**src/hcbcm_fifo.sv**
```systemverilog
module hcbcm_fifo #(
  parameter int unsigned Width = 8,
  parameter int unsigned Depth = 2
) (
  input  logic             clk_i,
  input  logic             rst_ni,
  input  logic             push_i,
  input  logic [Width-1:0] data_i,
  output logic             full_o,
  input  logic             pop_i,
  output logic [Width-1:0] data_o,
  output logic             empty_o
);

  localparam int unsigned PtrW = $clog2(Depth);
  localparam int unsigned CntW = $clog2(Depth + 1);

  logic [Width-1:0] mem_q [Depth];
  logic [PtrW-1:0]  wptr_q, rptr_q;
  logic [CntW-1:0]  cnt_q;
  logic             do_push, do_pop;

  assign full_o  = (cnt_q == CntW'(Depth));
  assign empty_o = (cnt_q == '0);
  assign do_push = push_i && !full_o;
  assign do_pop  = pop_i && !empty_o;
  assign data_o  = mem_q[rptr_q];

  always_ff @(posedge clk_i or negedge rst_ni) begin
    if (!rst_ni) begin
      wptr_q <= '0;
      rptr_q <= '0;
      cnt_q  <= '0;
    end else begin
      if (do_push) begin
        wptr_q <= wptr_q + PtrW'(1);
      end
      if (do_pop) begin
        rptr_q <= rptr_q + PtrW'(1);
      end
      if (do_push && !do_pop) begin
        cnt_q <= cnt_q + CntW'(1);
      end else if (do_pop && !do_push) begin
        cnt_q <= cnt_q - CntW'(1);
      end
    end
  end

  always_ff @(posedge clk_i) begin
    if (do_push) begin
      mem_q[wptr_q] <= data_i;
    end
  end

endmodule

```
**config.mk**
```make
export PLATFORM = sky130hd
export DESIGN_NAME = hcbcm_fifo
export DESIGN_NICKNAME = d
export VERILOG_FILES = /design/src/hcbcm_fifo.sv
export SDC_FILE = /design/constraint.sdc
export NUM_CORES = 1
export LEC_CHECK = 0
export ABC_CLOCK_PERIOD_IN_PS = 1600
export BUFFER_PORTS_ARGS = -buffer_cell sky130_fd_sc_hd__buf_2
export CORE_MARGIN = 4
export CORE_UTILIZATION = 44
export CTS_CLUSTER_DIAMETER = 200
export DETAILED_ROUTE_END_ITERATION = 16
export PLACE_DENSITY = 0.71
export SETUP_SLACK_MARGIN = 0.1
export SLEW_MARGIN = 10
export SYNTH_ARGS = -nofsm -noshare
export SYNTH_HDL_FRONTEND = slang
export SYNTH_SLANG_ARGS = --single-unit
export TNS_END_PERCENT = 50
```
**constraint.sdc**
```tcl
create_clock -name clk_i -period 1.6 [get_ports clk_i]
set_clock_uncertainty 0.2 [all_clocks]
set_input_delay 0.48 -clock clk_i [delete_from_list [all_inputs] [get_ports clk_i]]
set_output_delay 0.48 -clock clk_i [all_outputs]
set_load 0.01 [all_outputs]
```
==> qor.txt, run 1 <==
Status: finished with violations
Failing checks: setup timing
H-tree Lvls: 1
#FFs+latches synth: 20
R2r endpoint: cnt_q[1]
DRT iter0 DRCs: 3
Clock network power share: 10.9%
CTS tree: built
Setup CP Type: reg2out
Synth Instances: 44
Clock transition at path regs: 0.11 ns
Final period util: 124%
Reg2Reg Launch Point: cnt_q[1]
Row count: 14
Leak Pwr: 0.518 nW
CTS buffer count: 3
Register Area: 582 µm²
Final ANT Viol Nets: 0
Die Y-Extent: 50.2 µm
Dpl hpwl: 916 µm
Max-Slew Margin vs Limit: 86.3%
Layout cells sized above 1: 65.1%
Type of the worst min-delay path: in2reg
Slew at the pin with the worst max-slew slack: 0.205 ns
Worst Slack Setup Final: -0.378 ns
RSZ-0062 raised after global routing: true
Vias in the first global route: 546
Initial antenna violation count: 0
Grt ovf: 0
Area of the multi-input gates: 235 µm²
# fillers: 105
Sw frac: 29.9%
Critical Path End Type: output port
N_diodes: 0
Final instance area: 0.00118 mm²
Max VDD drop: 1170 µV
Fin. Hold Viols: 0
Power Total: 2.17 mW
Placed instance area: 965 µm²
Die width: 50.2 µm
First drt pass iteration count: 4
GPL Wtd Cong: 0.704
Sw Pwr: 649 µW
P_int: 1.52 mW
Synthesized Nets: 57
Max cap viols: 0
Floorplan core area: 0.00159 mm²
Io pins: 22
DR vias: 485
Most frequent cells in the layout: edfxtp_1 (16), buf_6 (14), buf_2 (12), buf_4 (9), mux2_4 (7)
R2r setup slk: 0.03 ns
CP max FO: 3
Avg Inst Size Synth: 17.8 µm²
Tmin final: 1.98 ns
Fmax: 506 MHz
Wire per inst: 12.9 µm
Comb power frac: 51.1%
GRT Util Overall: 13.0%
Global-route wire length before repair: 2.41 mm
DRC errors left: 0
P per Cell Area: 1850 mW/mm²
Yosys cell types: 15
Port bufs: 21
Commonest non-fill, non-tap cell in the layout: edfxtp_1
WL final: 1.38 mm
Synth Cell Area: 782 µm²
Sequential area share after synthesis: 74.2%
Setup crit end: data_o[0]
Crit path launch type: flip-flop
Area delta synth->final: 50.4%
WP data required: 0.92 ns
Place WS: -0.149 ns
Final core utilization: 73.8%
Final setup viols: 10
Crit. Startpoint: rptr_q
DIE AREA: 0.00252 mm²
Clock Sinks: 20
Clk_lat worst skew: 0.29 ns
Max clock buf depth: 2
Sequential Power Share: 38.0%
Vias per cell: 4.53
Max-slew violation count: 0
Worst r2r path cells: 5
Initial Utilization: 49.1%
Fin nets: 97
Data arrival, critical path: 1.30 ns
Largest net degree at the start of global routing: 12
Clock root buffer: clkbuf_4
Synth warn: 0
==> final cells by class <==
| class | count | share of cell area [%] |
|---|---|---|
| clock buffer | 3 | 1.91 |
| multi-input combinational | 21 | 20.0 |
| timing repair buffer | 36 | 25.1 |
| tap | 24 | 2.55 |
| sequential | 20 | 49.5 |
| clock inverter | 1 | 0.319 |
| inverter | 2 | 0.638 |
==> synth_stat cells (all sizes together) <==
| library cell | instances | area (µm²) |
|---|---|---|
| and3 | 1 | 6.26 |
| buf | 1 | 5.00 |
| dfrtp | 4 | 100 |
| edfxtp | 16 | 480 |
| ha | 1 | 12.5 |
| inv | 2 | 7.51 |
| mux2 | 8 | 90.1 |
| nand2 | 1 | 6.26 |
| nand2b | 1 | 6.26 |
| nor2 | 3 | 11.3 |
| o21ai | 1 | 5.00 |
| xnor2 | 3 | 33.8 |
| xor2 | 2 | 17.5 |
==> layer usage <==
layer,vias up,GRT usage (%),part of all wire (%)
met3,4,2.66,3.7
met2,10,22.6,55
met1,236,14.9,40
li1,235,-,-
met4,0,6.91,2.0
met5,-,0,0
==> stage by stage <==
step / setup TNS (ns) / hold WS (ns) / std cells
after floorplan: 0 / -0.0156 / 44
after global placement: -0.973 / 0.0924 / 95
after detailed placement: -1.02 / 0.0969 / 95
after CTS: -3.09 / 0.168 / 105
after global routing: -3.79 / 0.141 / 107
final: -3.19 / 0.165 / 107
==> worst max-delay path, stage by stage (launching register included) <==
cell and delay, ns:
dfrtp_2 0.45, buf_6 0.13, mux2_4 0.30, buf_6 0.12
==> cells by family (layout without fill, tap and decap cells) <==
family,Yosys count,count (layout),share of synthesized area [%]
muxes,8,8,11.5
DFF,20,20,74.2
buffers and inverters,3,42,1.60
xor gates and xnor gates,5,5,6.56
AOI/OAI and AO/OA,1,1,0.639
and+or+nand+nor,6,6,3.84
adders and majority gates,1,1,1.60
==> power by group through the flow <==
stage	combinational, mW	clock [mW]	sequential [mW]
2_1_floorplan	0.411	0	0.793
3_3_place_gp	0.635	0	0.832
3_5_place_dp	0.645	0	0.838
4_1_cts	1.05	0.237	0.813
5_1_grt	1.19	0.279	0.845
6_report	1.11	0.236	0.826
==> repair_timing <==
action                                 4_1_cts  5_1_grt
endpoints found under the hold margin        4        0
resized for setup                           24        5
pin swaps                                    2        0
buffers inserted                             5        2
setup endpoints to repair                   19       19
hold buffers                                 1        0
==> worst min path at each step <==
| stage | cells past startpoint | startpoint | end | slack, ns |
|---|---|---|---|---|
| after floorplan | 0 | rst_ni | cnt_q[0] | -0.02 |
| after global placement | 1 | rst_ni | cnt_q[1] | 0.09 |
| after detailed placement | 1 | rst_ni | cnt_q[1] | 0.1 |
| after CTS | 1 | data_i[7] | mem_q[1][7] | 0.17 |
| after global routing | 1 | data_i[3] | mem_q[1][3] | 0.14 |
| final | 1 | data_i[5] | mem_q[1][5] | 0.17 |
==> sequential cells by signal, indices dropped and copies added, names as in the netlist <==
register and count:
cnt_q 2, rptr_q 1, wptr_q 1, mem_q 16
Note: power is estimated with default switching activity, not from simulation.
==> inputs of run 2 (changes only) <==
==> constraint.sdc (replaced) <==
create_clock -name clk_i -period 1.6 [get_ports clk_i]
set_clock_uncertainty 0.2 [all_clocks]
set_input_delay 0.48 -clock clk_i [delete_from_list [all_inputs] [get_ports clk_i]]
set_output_delay 0.48 -clock clk_i [all_outputs]
set_load 0.1 [all_outputs]
==> run 2 against run 1 <==
  * The flow still finishes with violations (setup timing)
  * Design area rose by 12%
  * Critical path depth stayed put
  * Setup slack lost 0.048 ns
  * Register-to-register slack worse by 0.11 ns
  * Fmax fell by 2.4%
  * First-iteration DRC count did not move
  * Clock-buffer cell count unchanged
  * Sequential share of layout area decreased by 5.1 points
  * Final cell count shrank 0.93%
  * Hold slack got worse by 0.0038 ns
==> qor.txt, run 2 (synthesized netlist as in run 1, its figures left out) <==
Clock transition at path regs: 0.11 ns (about the same)
Fin nets: 96 (-1.0%)
Max-slew violation count: 0 (unchanged)
Fmax: 494 MHz (-2.4%)
Tmin final: 2.03 ns (+0.0478 ns)
Io pins: 22 (unchanged)
N_diodes: 0 (unchanged)
Status: finished with violations
Biggest register: mem_q
Worst path slowest cell: dfrtp_1
Commonest non-fill, non-tap cell in the layout: edfxtp_1
DRC errors left: 0 (unchanged)
Initial antenna violation count: 0 (unchanged)
CP max stage delay: 0.42 ns (-0.03 ns)
GPL Wtd Cong: 0.660 (-6.2%)
Initial Utilization: 49.1% (unchanged)
Most frequent cells in the layout: edfxtp_1 (16), buf_2 (11), buf_12 (10), mux2_4 (8), buf_4 (7)
Slew at the pin with the worst max-slew slack: 0.227 ns (+0.0223 ns)
CP max FO: 5 (+2)
Failing checks: setup timing
Critical Path End Type: output port
Max-Slew Margin vs Limit: 84.8% (-1.5 points)
H-tree Lvls: 1 (unchanged)
Final period util: 127% (+3.0 points)
R2r setup slk: -0.08 ns (-0.11 ns)
RSZ-0062 raised after global routing: true
Crit path launch type: flip-flop
Max cap viols: 0 (unchanged)
Wire per inst: 14.6 µm (+13%)
Worst Slack Setup Final: -0.426 ns (-0.0478 ns)
Row count: 14 (unchanged)
Area delta synth->final: 68.2%
Cell Chain, Critical Path: buf_6, mux2_4, buf_12
CTS buffer count: 3 (unchanged)
GRT Util Overall: 13.6% (+0.64 points)
Port bufs: 21 (unchanged)
First drt pass iteration count: 4 (unchanged)
Clk_lat worst skew: 0.30 ns (about the same)
Top Registers: mem_q x16, cnt_q x2
Vias per cell: 4.61 (+1.8%)
Setup TNS: -3.84 ns (-0.653 ns)
WP data required: 0.92 ns (about the same)
WL final: 1.55 mm (+12%)
Layout cells sized above 1: 70.7% (+5.7 points)
Global-route wire length before repair: 2.50 mm (+4.0%)
Fin. Hold Viols: 0 (unchanged)
Clock Sinks: 20 (unchanged)
# fillers: 74 (-30%)
Largest net degree at the start of global routing: 12 (unchanged)
Max clock buf depth: 2 (unchanged)
DRT iter0 DRCs: 3 (unchanged)
Final setup viols: 11 (+1)
Vias in the first global route: 535 (-2.0%)
Clock root buffer: clkbuf_4
Type of the worst min-delay path: in2reg
Number of flip-flops in the largest register: 16 (unchanged)
Dpl hpwl: 1.05 mm (+15%)
DIE AREA: 0.00252 mm² (unchanged)
CTS tree: built
Die width: 50.2 µm (unchanged)
Die Y-Extent: 50.2 µm (unchanged)
DR vias: 489 (+0.82%)
Data arrival, critical path: 1.35 ns (+0.05 ns)
Floorplan core area: 0.00159 mm² (unchanged)
Grt ovf: 0 (unchanged)
Setup CP Type: reg2out
Final ANT Viol Nets: 0 (unchanged)
run 2: stage by stage:
stage               setup WS, ns  hold slack, ns  cell area [µm²]  utilization [%]  instances
finish                    -0.426           0.161             1320             82.5        106
global route              -0.469           0.146             1320             82.5        106
CTS                       -0.426           0.161             1290             81.1        104
detailed placement       -0.0938          0.0932             1160             73.1         95
global placement         -0.0772          0.0879             1160             73.1         95
floorplan                -0.0502         -0.0156              838                -         44
run 2: area by class of cell:
class                           instances  area (µm²)  area share (%)
Timing Repair Buffer                   35         385            29.3
Tap cell                               24        30.0            2.28
Sequential cell                        20         583            44.3
Inverter                                2        11.3           0.856
Clock inverter                          1        3.75           0.285
Multi-Input combinational cell         21         279            21.2
Clock buffer                            3        22.5            1.71
run 2: worst paths after layout:
| kind | startpoint | end | cells past startpoint |
|---|---|---|---|
| worst max register to register | cnt_q[0] | cnt_q[1] | 8 |
| min in group asynchronous | rst_ni | cnt_q[1] | 2 |
| worst min register to register | wptr_q | wptr_q | 1 |
| max in group asynchronous | rst_ni | cnt_q[0] | 2 |
| worst max-delay path | rptr_q | data_o[6] | 3 |
| worst min-delay path | data_i[3] | mem_q[0][3] | 1 |
run 2: layer usage:
metal  global-route usage [%]  vias up  wire, µm
li1                         -      237         -
met1                     14.5      238       594
met2                     25.9       14       894
met3                     3.55        0        58
met4                     4.15        0         0
met5                        0        -         0
run 2: timing repair:
item | 4_1_cts | 5_1_grt
gates resized for setup | 16 | 1
hold endpoints to repair | 4 | 0
hold buffers | 1 | 0
pin swaps | 4 | 4
endpoints found under the setup margin | 27 | 28
setup buffers | 4 | 2
run 2: critical path, delay by kind of cell (launching register included):
family	cells	cell delay [ns]
flip-flops	1	0.42
buffers and inverters	2	0.32
multiplexers	1	0.31
Power of run 2 is left out: the tool's default activity adds up to more than one toggle a clock period on the data nets, which glitch-free logic cannot reach.
