File: config.mk
export PLATFORM = sky130hd
export DESIGN_NAME = hcbcm_front
export DESIGN_NICKNAME = d
export VERILOG_FILES = /design/src/hcbcm_pkg.sv /design/src/hcbcm_front.sv
export SDC_FILE = /design/constraint.sdc
export NUM_CORES = 1
export LEC_CHECK = 0
export BUFFER_PORTS_ARGS = -buffer_cell sky130_fd_sc_hd__buf_2
export CAP_MARGIN = 0
export CORE_MARGIN = 8
export CORE_UTILIZATION = 35
export DETAILED_ROUTE_END_ITERATION = 8
export GPL_TIMING_DRIVEN = 0
export PLACE_DENSITY = 0.49
export SLEW_MARGIN = 20
export SYNTH_ARGS = -nofsm -noshare
export SYNTH_HDL_FRONTEND = slang
export SYNTH_SLANG_ARGS = --single-unit
File: constraint.sdc
create_clock -name clk_i -period 4.5 [get_ports clk_i]
set_clock_uncertainty 0.05 [all_clocks]
set_input_delay 0.45 -clock clk_i [delete_from_list [all_inputs] [get_ports clk_i]]
set_output_delay 0.45 -clock clk_i [all_outputs]
set_load 0.005 [all_outputs]
File: src/hcbcm_pkg.sv
package hcbcm_pkg;

  localparam int unsigned NumThr = 7;
  localparam int unsigned CfgIdxW = 3;
  localparam int unsigned CfgDataW = 32;
  localparam logic [16:0] RunMax = 17'h1FFFF;

  localparam logic [NumThr-1:0][31:0] ThrReset = {
    32'd128, 32'd32, 32'd16, 32'd8, 32'd4, 32'd3, 32'd2
  };
  localparam logic FeedbackReset = 1'b1;

  typedef enum logic [CfgIdxW-1:0] {
    CFG_THR1     = 3'd0,
    CFG_THR2     = 3'd1,
    CFG_THR3     = 3'd2,
    CFG_THR4     = 3'd3,
    CFG_THR5     = 3'd4,
    CFG_THR6     = 3'd5,
    CFG_THR7     = 3'd6,
    CFG_FEEDBACK = 3'd7
  } cfg_idx_e;

  typedef enum logic [1:0] {
    BK_CLEAR,
    BK_IDLE,
    BK_UPDATE
  } back_state_e;

  typedef struct packed {
    logic [15:0] edge_index;
    logic [31:0] hit_count;
    logic        last_edge;
  } in_item_t;

  typedef struct packed {
    logic        new_edge_found;
    logic        new_bucket_found;
    logic        feedback;
    logic [19:0] filled_bucket_total;
    logic [16:0] covered_edge_total;
    logic [16:0] run_hit_edges;
  } out_item_t;

  typedef struct packed {
    logic                we;
    cfg_idx_e            idx;
    logic [CfgDataW-1:0] data;
  } cfg_wr_t;

  // classified beat between front and back
  typedef struct packed {
    logic        hit;
    logic [15:0] edge_index;
    logic [7:0]  bucket_bit;
    logic        last;
  } op_t;

endpackage

File: src/hcbcm_front.sv
module hcbcm_front #(
  parameter int unsigned MapSize = 65536
) (
  input  logic                clk_i,
  input  logic                rst_ni,
  input  hcbcm_pkg::cfg_wr_t  cfg_i,
  input  hcbcm_pkg::in_item_t item_i,
  output hcbcm_pkg::op_t      op_o
);

  import hcbcm_pkg::*;

  logic [NumThr-1:0][31:0] thr_q;
  logic                    in_range;
  logic [7:0]              bucket_bit;

  always_ff @(posedge clk_i or negedge rst_ni) begin
    if (!rst_ni) begin
      thr_q <= ThrReset;
    end else if (cfg_i.we && cfg_i.idx != CFG_FEEDBACK) begin
      thr_q[cfg_i.idx] <= cfg_i.data;
    end
  end

  assign in_range = ({16'd0, item_i.edge_index} < 32'(MapSize));

  // highest bucket whose minimum is met wins; none met means bucket zero
  always_comb begin
    bucket_bit = 8'd1;
    for (int b = 1; b <= NumThr; b++) begin
      if (item_i.hit_count >= thr_q[b-1]) begin
        bucket_bit = 8'd1 << b;
      end
    end
  end

  assign op_o.hit        = in_range && (item_i.hit_count != '0);
  assign op_o.edge_index = item_i.edge_index;
  assign op_o.bucket_bit = bucket_bit;
  assign op_o.last       = item_i.last_edge;

endmodule

==> flow_summary.json, run 1 <==
{
  "status": "finished clean",
  "post-cts-setup-buffers": 0,
  "final_util_pct": 41.00,
  "met1_usage_pct": 24.42,
  "fin_crit_ns": 4.264,
  "cts-buffers-inserted": 29,
  "regArea_mm2": 0.005615,
  "final.fill_count": 3804,
  "via_per_inst": 5.023,
  "drive_gt1_share_pct": 17.56,
  "cts_sinks": 224,
  "leakage_nw": 7.747,
  "synth.distinct_cells": 49,
  "final_common_cell": "ha_1",
  "largest_reg_flops": 224,
  "totalPowerFinal_w": 0.006727,
  "synth_top_area_share_pct": 39.17,
  "syn_area_per_cell_um2": 9.664,
  "multi_input_area_mm2": 0.007121,
  "drtAntennaViolNets": 0,
  "grt_max_degree": 83,
  "initial_core_util_pct": 35.54,
  "drt-total-wl_um": 39490,
  "clock_path_buffers": 3,
  "hp-class": "in2reg",
  "die_h_um": 214.6,
  "syn-cell-area_mm2": 0.01380,
  "worst_ir_drop_vdd_mv": 0.2547,
  "clk_pin_slew_ns": 0.05,
  "busiest_layer": "met2",
  "grt_pass1_wl_um": 62690,
  "finalHoldViolCount": 0,
  "grt.met3_usage_pct": 2.327,
  "synth_edf_count": 0,
  "cts_htree_levels": 1,
  "nNetsFinal": 1866,
  "critical_path_depth": 10,
  "reg2reg_depth": 2,
  "path_delay_family": "compound AO/OA/AOI/OAI gates",
  "startpoint_type": "flop",
  "max_slew_margin_pct": 28.59,
  "arrival_ns": 3.76,
  "max_stage_delay_ns": 0.44,
  "hpwlAfterDp_um": 28830,
  "syn_to_final_growth_pct": 15.34,
  "design.die.area_mm2": 0.04604,
  "core_area_mm2": 0.03883,
  "crit_top_cell": "a21oi_1",
  "post_drt_wl_per_cell_um": 18.85,
  "yosys-top-cells-area": "dfrtp_1 39%, ha_1 20%, mux2_2 8.2%",
  "cts_root_buffer": "clkbuf_16",
  "syn-num-nets": 1739,
  "max_freq_ghz": 0.2345,
  "finalCritPeriodShare_pct": 94.75,
  "cp_max_fo": 5,
  "ys_ff_latch": 224,
  "required_ns": 4.00,
  "firstDrtPassIters": 5,
  "drv_cap": 0,
  "yosysWarnings": 0,
  "cp_slowest_cell": "a21oi_1",
  "antenna_cells": 0,
  "final-setup-viol-count": 0,
  "endpoint": "op_o[1]",
  "r2r_slack_ns": 3.62,
  "synth_cells": 1428,
  "cts_tree": "yes",
  "seq_area_frac_synth_pct": 40.69,
  "synthArstFlopShare_pct": 100.0,
  "p_per_area_mw_per_mm2": 422.6,
  "port_buffers": 93,
  "vias": 10524,
  "io_pins": 113,
  "grt.total_usage_pct": 17.15,
  "rows": 72,
  "setup_tns_ns": 0,
  "cp-end-kind": "output pin",
  "grt.overflow.total": 0,
  "grt_pass1_vias": 10732,
  "top_regs": "thr_q: 224 flops",
  "use_met2_pct": 27.56,
  "fin_ws_ns": 0.2364,
  "cp_num_buf_inv": 2,
  "rr_endpoint": "thr_q[33]",
  "rsz0062_at_grt": "false",
  "path_class": "reg2out",
  "drc_errors": 0,
  "synth_area_leader_cell": "dfrtp_1",
  "drtIter0Drc": 584,
  "path_cells": "inv_1 > ha_1 > a211oi_1 > o21ai_0 > a21oi_1 > o21ai_1 > a21oi_1 > nand4_1 > nor4_2 > buf_2",
  "place.gp.congestion": 0.8006,
  "layout_common_cells": "224 x ha_1, 219 x inv_1, 216 x dfrtp_1",
  "startpoint": "thr_q[162]",
  "post-place-ws_ns": 0.2858,
  "slew_viol_final": 0,
  "die_w_um": 214.6,
  "largest-register": "thr_q",
  "antenna_found_initial": 1,
  "rr_startpoint": "thr_q[33]",
  "synth_ff_type": "dfrtp_1",
  "worst_pin_slew_ns": 1.071,
  "clock_latency_ns": 0.54
}
## timing repair
action | in CTS | in global routing
hold endpoints to repair | 78 | 0
gates resized for setup | 0 | 1
hold buffers | 1 | 0
endpoints found under the setup margin | 0 | 2
## area by class of cell
cell class	count	area share, %
Clock inverter	2	0.08646
Multi-Input combinational cell	933	44.73
Buffer	52	1.627
Sequential cell	224	35.28
Timing Repair Buffer	96	3.396
Tap cell	518	4.072
Inverter	219	5.164
Clock buffer	51	5.644
## Yosys cell counts, types with 8 or more instances
library cell  count
a211oi_1         11
a21o_1           24
a21oi_1          72
buf_4            17
clkbuf_1         35
dfrtp_1         216
dfstp_2           8
ha_1            224
inv_1           219
mux2_2          100
nand2_1         177
nand2b_1          8
nand3_1          14
nand4_1          27
nor2_1           33
nor4_1           11
o21ai_0         159
## power by group
group / switching, W / internal, W
clock: 0.000892 / 0.00134
sequential: 0.000150 / 0.00245
combinational: 0.00108 / 0.000813
total: 0.00213 / 0.00460
## layer usage
metal,share of wire (%),routed length (um),up-vias
li1,-,-,5160
met4,1.6,622,2
met5,0.033,13,-
met1,49,19450,5137
met2,45,17850,186
met3,3.9,1556,39
## cell families after synthesis
kind of cell    count (synthesis)  share of synthesized area, %
compound gates                303                         12.60
simple gates                  306                         10.41
mux                           100                         8.160
buf+inv                       271                         7.833
flops                         224                         40.69
fa+ha+maj                     224                         20.31
## per-stage QoR
stage	std cells	cell area, um2	hold WS, ns
CTS	2095	15920	0.1266
floorplan	1428	13800	0.1044
global placement	2039	14910	0.4372
finish	2095	15920	0.1433
detailed placement	2041	15000	0.4424
global route	2095	15920	0.1714
## worst reg2reg max path, delay by kind of cell (launching register included)
family                 cells  cell delay (ns)
AO/OA/AOI/OAI              1             0.18
buffers and inverters      1             0.05
flip-flops                 1             0.51
## worst min path at each step
stage | slack (ns) | to | from | cells after the start
floorplan | 0.10 | thr_q[0] | rst_ni | 0
global route | 0.17 | thr_q[132] | cfg_i[4] | 3
detailed placement | 0.44 | thr_q[98] | thr_q[98] | 1
global placement | 0.44 | thr_q[163] | thr_q[163] | 1
CTS | 0.13 | thr_q[132] | cfg_i[4] | 3
finish | 0.14 | thr_q[132] | cfg_i[4] | 3
Power figures use the tool's default switching activity.
==> inputs of run 2 (changes only) <==
--- a/config.mk
+++ b/config.mk
@@ -7,11 +7,13 @@
 export LEC_CHECK = 0
 export BUFFER_PORTS_ARGS = -buffer_cell sky130_fd_sc_hd__buf_2
 export CAP_MARGIN = 0
+export CELL_PAD_IN_SITES_DETAIL_PLACEMENT = 1
+export CELL_PAD_IN_SITES_GLOBAL_PLACEMENT = 2
 export CORE_MARGIN = 8
 export CORE_UTILIZATION = 35
 export DETAILED_ROUTE_END_ITERATION = 8
 export GPL_TIMING_DRIVEN = 0
-export PLACE_DENSITY = 0.49
+export PLACE_DENSITY = 0.72
 export SLEW_MARGIN = 20
 export SYNTH_ARGS = -nofsm -noshare
 export SYNTH_HDL_FRONTEND = slang
==> run 2 against run 1 <==
Core utilization rose by 0.090 points; via count is 2.1% higher; sequential cell count stayed put; critical path depth is the same; critical path type unchanged; critical endpoint is now op_o[3]; highest routed layer is now met4.
==> flow_summary.json, run 2 (synthesis results as in run 1) <==
{
  "max_freq_ghz": 0.2271,
  "via_per_inst": 5.126,
  "firstDrtPassIters": 4,
  "cts_htree_levels": 1,
  "worst_pin_slew_ns": 0.9610,
  "drtAntennaViolNets": 0,
  "final_common_cell": "ha_1",
  "initial_core_util_pct": 35.54,
  "drtIter0Drc": 384,
  "fin_crit_ns": 4.404,
  "hp-class": "in2reg",
  "final_util_pct": 41.09,
  "internal-power_w": 0.004653,
  "path_class": "reg2out",
  "max_slew_margin_pct": 35.93,
  "io_pins": 113,
  "startpoint_type": "flop",
  "clk_pin_slew_ns": 0.06,
  "rsz0062_at_grt": "false",
  "clockPowerShare_pct": 33.3,
  "cp_max_fo": 5,
  "vias": 10740,
  "clock_latency_ns": 0.54,
  "leakage_nw": 7.766,
  "stdcell_count": 2095,
  "drc_errors": 0,
  "die_w_um": 214.6,
  "rr_startpoint": "thr_q[33]",
  "finalHoldViolCount": 0,
  "cp-end-kind": "output pin",
  "core_area_mm2": 0.03883,
  "largest_reg_flops": 224,
  "power_frac_comb_pct": 28.4,
  "grt_max_degree": 85,
  "largest-register": "thr_q",
  "design.die.area_mm2": 0.04604,
  "grt_pass1_wl_um": 68500,
  "slew_viol_final": 0,
  "hpwlAfterDp_um": 31340,
  "hold_depth": 3,
  "finalCritPeriodShare_pct": 97.86,
  "cts_tree": "yes",
  "rows": 72,
  "place.gp.congestion": 0.8361,
  "drt-total-wl_um": 42650,
  "multi_input_area_mm2": 0.007129,
  "cts_root_buffer": "clkbuf_16",
  "place_inst": 2042,
  "swShare_pct": 31.79,
  "grt_pass1_vias": 11702,
  "cts_sinks": 224,
  "startpoint": "thr_q[199]",
  "final.fill_count": 4421,
  "die_h_um": 214.6,
  "cts-buffers-inserted": 28,
  "reg2reg_depth": 2,
  "top_regs": "thr_q: 224 flops",
  "required_ns": 4.00,
  "totalPowerFinal_w": 0.006822,
  "status": "finished clean",
  "power.switching_w": 0.002169,
  "antenna_found_initial": 1,
  "nNetsFinal": 1866,
  "drive_gt1_share_pct": 17.89,
  "p_seq_share_pct": 38.3,
  "syn_to_final_growth_pct": 15.59,
  "regArea_mm2": 0.005615,
  "grt.overflow.total": 0,
  "layout_common_cells": "224 x ha_1, 219 x inv_1, 216 x dfrtp_1",
  "post-cts-setup-buffers": 0,
  "post_drt_wl_per_cell_um": 20.36,
  "port_buffers": 93,
  "drv_cap": 0,
  "grt.total_usage_pct": 18.71,
  "p_per_area_mw_per_mm2": 427.6,
  "worst_ir_drop_vdd_mv": 0.2613,
  "final-setup-viol-count": 0,
  "arrival_ns": 3.90,
  "min-delay-start": "cfg_i[4]",
  "clock_path_buffers": 3
}
run 2: changes by cell type in the layout (fill, tap and decap cells not counted):
cell / delta
inv_6: -1
clkbuf_1: -4
a21oi_1: -1
buf_4: +1
bufinv_16: +1
nor3b_1: -1
a21oi_2: +1
diode_2: +1
clkinv_2: +2
nor3b_2: +1
run 2: area by class of cell:
cell class / count / share of cell area (%)
diodes: 1 / 0.01569
plain buffers: 52 / 1.624
clock buffers: 47 / 5.537
clock inverters: 4 / 0.2824
inverters: 219 / 5.153
multi-input cells: 933 / 44.69
flip-flops and latches: 224 / 35.20
well taps: 518 / 4.063
repair buffers: 97 / 3.435
run 2: final timing paths:
path | to | slack (ns)
max | op_o[3] | 0.1
min | thr_q[132] | 0.17
max reg2reg | thr_q[33] | 3.65
min reg2reg | thr_q[171] | 0.45
max in group asynchronous | thr_q[66] | 2.79
min in group asynchronous | thr_q[136] | 0.37
run 2: through the flow:
step	worst slack [ns]	hold slack [ns]	setup TNS (ns)	cell area, um2
detailed placement	0.1179	0.3737	0	15000
global route	0.01558	0.1829	0	15950
global placement	-1.471	0.4375	-313.56	14910
floorplan	1.739	0.1044	0	13800
CTS	0.01260	0.1547	0	15940
finish	0.09623	0.1745	0	15950
run 2: per-layer routing:
metal	share of wire [%]	global-route usage, %
met1	47	25.71
met2	45	30.42
met3	4.7	2.708
met4	2.8	5.073
met5	0	0
run 2: repair_timing:
item	4_1_cts	5_1_grt
pin swaps	0	0
endpoints found under the hold margin	58	0
endpoints found under the setup margin	4	4
hold buffers	1	0
resized for setup	1	2
run 2: critical path: stages (launching register included):
cell,delay (ns)
dfstp_2,0.52
inv_1,0.04
ha_1,0.28
a21oi_1,0.14
nor2_1,0.05
o31a_1,0.28
a2111oi_2,0.68
or4_1,0.26
nand4_1,0.31
nor3b_1,0.59
buf_2,0.22
run 2: power groups by stage:
stage	clock, W	sequential, W	combinational (W)
CTS	0.00234	0.00261	0.00197
floorplan	0	0.00260	0.00130
global placement	0	0.00263	0.00186
detailed placement	0	0.00265	0.00195
finish	0.00227	0.00261	0.00194
global route	0.00242	0.00266	0.00226
==> inputs of run 3 (changes only) <==
--- a/config.mk
+++ b/config.mk
@@ -13,7 +13,7 @@
 export CORE_UTILIZATION = 35
 export DETAILED_ROUTE_END_ITERATION = 8
 export GPL_TIMING_DRIVEN = 0
-export PLACE_DENSITY = 0.72
+export PLACE_DENSITY = 0.75
 export SLEW_MARGIN = 20
 export SYNTH_ARGS = -nofsm -noshare
 export SYNTH_HDL_FRONTEND = slang
==> constraint.sdc (replaced) <==
create_clock -name clk_i -period 3.8 [get_ports clk_i]
set_clock_uncertainty 0.05 [all_clocks]
set_input_delay 0.38 -clock clk_i [delete_from_list [all_inputs] [get_ports clk_i]]
set_output_delay 0.38 -clock clk_i [all_outputs]
set_load 0.005 [all_outputs]
==> run 3 against run 2 <==
Global-route usage fell by 0.078 points; first-iteration DRC count fell by 4.4%; design area rose by 2.0%; non-clock buffer count rose by 4; hold slack got worse by 0.095 ns; via count rose by 0.78%; wire length rose by 0.52%; combinational power rose by 25%; sequential power rose by 18%; die area did not move; clock power rose by 30%.
==> flow_summary.json, run 3 (synthesis results as in run 1) <==
{
  "die_h_um": 214.6,
  "drive_gt1_share_pct": 19.90,
  "drtIter0Drc": 367,
  "initial_core_util_pct": 35.54,
  "cts_root_buffer": "clkbuf_16",
  "cts-buffers-inserted": 29,
  "cp_max_fo": 5,
  "worst_ir_drop_vdd_mv": 0.3270,
  "clk_pin_slew_ns": 0.06,
  "stdcell_count": 2102,
  "cp-end-kind": "output pin",
  "drtAntennaViolNets": 0,
  "fin_ws_ns": 0.1026,
  "hpwlAfterDp_um": 31760,
  "final-setup-viol-count": 0,
  "finalCritPeriodShare_pct": 97.30,
  "port_buffers": 93,
  "cp_slowest_cell": "a211o_4",
  "post_drt_wl_per_cell_um": 20.40,
  "finalHoldViolCount": 0,
  "antenna_found_initial": 2,
  "die_w_um": 214.6,
  "clock_path_buffers": 3,
  "layout_common_cells": "221 x ha_1, 218 x inv_1, 216 x dfrtp_1",
  "path_class": "reg2out",
  "arrival_ns": 3.27,
  "cts_sinks": 224,
  "max_freq_ghz": 0.2705,
  "max_slew_margin_pct": 38.56,
  "max_stage_delay_ns": 0.39,
  "clock_latency_ns": 0.57,
  "place_inst": 2042,
  "slew_viol_final": 0,
  "firstDrtPassIters": 4,
  "nNetsFinal": 1871,
  "vias": 10824,
  "final_common_cell": "ha_1",
  "grt.overflow.total": 0,
  "finalInstanceArea_mm2": 0.01627,
  "grt.total_usage_pct": 18.64,
  "drt-total-wl_um": 42870,
  "worst_pin_slew_ns": 0.9216,
  "p_per_area_mw_per_mm2": 519.9,
  "via_per_inst": 5.149,
  "fin_crit_ns": 3.697,
  "status": "finished clean",
  "io_pins": 113,
  "largest-register": "thr_q",
  "grt_max_degree": 62,
  "grt_pass1_vias": 11778,
  "drc_errors": 0,
  "rows": 72,
  "leakage_nw": 7.872,
  "largest_reg_flops": 224,
  "cts_tree": "yes",
  "design.die.area_mm2": 0.04604,
  "place.gp.congestion": 0.8277,
  "syn_to_final_growth_pct": 17.92,
  "cts_htree_levels": 1,
  "rsz0062_at_grt": "false",
  "path_cells": "inv_1 > ha_4 > a211o_1 > a31oi_4 > o31ai_4 > a211o_4 > a21oi_2 > nand4_1 > buf_6 > nor2_1 > buf_2",
  "final.fill_count": 4451,
  "startpoint_type": "flop",
  "post-place-ws_ns": -0.5166,
  "place_area_mm2": 0.01502,
  "core_area_mm2": 0.03883,
  "required_ns": 3.37,
  "top_regs": "thr_q: 224 flops",
  "grt_pass1_wl_um": 68520,
  "drv_cap": 0,
  "hp-class": "in2reg"
}
run 3: final timing paths:
kind	from	endpoint	slack, ns	cells after the start
worst max-delay path	thr_q[130]	op_o[5]	0.10	11
max in group asynchronous	rst_ni	thr_q[178]	2.39	4
worst max register to register	thr_q[33]	thr_q[33]	2.94	2
min in group asynchronous	rst_ni	thr_q[161]	0.27	2
worst min-delay path	cfg_i[4]	thr_q[132]	0.08	3
worst min register to register	thr_q[123]	thr_q[123]	0.45	1
run 3: metal layers:
metal / global-route usage (%) / vias up / wire, um
li1: - / 5173 / -
met1: 25.11 / 5468 / 20330
met2: 31.55 / 136 / 20400
met3: 2.341 / 45 / 1412
met4: 4.228 / 2 / 709
met5: 0 / - / 13
run 3: repair_timing:
action,CTS,global route
hold endpoints to repair,52,0
endpoints found under the setup margin,6,5
hold buffers,1,0
pin swaps,7,13
buffers inserted,2,2
gates resized for setup,24,12
run 3: final cells by class:
class / count / area (um2) / share of cell area (%)
Multi-Input combinational cell: 933 / 7300 / 44.85
Sequential cell: 224 / 5615 / 34.50
Clock buffer: 39 / 833.3 / 5.120
Inverter: 219 / 822.0 / 5.051
Tap cell: 518 / 648.1 / 3.982
Timing Repair Buffer: 101 / 601.8 / 3.698
Buffer: 52 / 259.0 / 1.591
Clock inverter: 15 / 192.7 / 1.184
Antenna cell: 1 / 2.502 / 0.01538
run 3: critical path: cells and delay by family, from the launching register on:
kind | cells | cell delay, ns
AO/OA/AOI/OAI | 5 | 1.22
buffers and inverters | 3 | 0.47
AND/OR/NAND/NOR | 2 | 0.41
flip-flops | 1 | 0.38
adder cells (fa/ha/maj) | 1 | 0.22
run 3: where the power goes:
group          internal, W  switching, W  total, W
Combinational      0.00104       0.00140   0.00243
Sequential         0.00290      0.000188   0.00309
Clock              0.00181       0.00113   0.00294
Total              0.00575       0.00271   0.00846
run 3: per-stage QoR:
stage | TNS (ns) | hold WS [ns] | total power, W | utilization [%]
after floorplan | 0 | 0.03441 | 0.004613 | -
after global placement | -447.90 | 0.4373 | 0.005305 | 38.41
after detailed placement | -2.240 | 0.2949 | 0.005460 | 38.69
after CTS | 0 | 0.05949 | 0.008536 | 41.69
after global routing | 0 | 0.08891 | 0.009049 | 41.91
final | 0 | 0.07970 | 0.008461 | 41.91
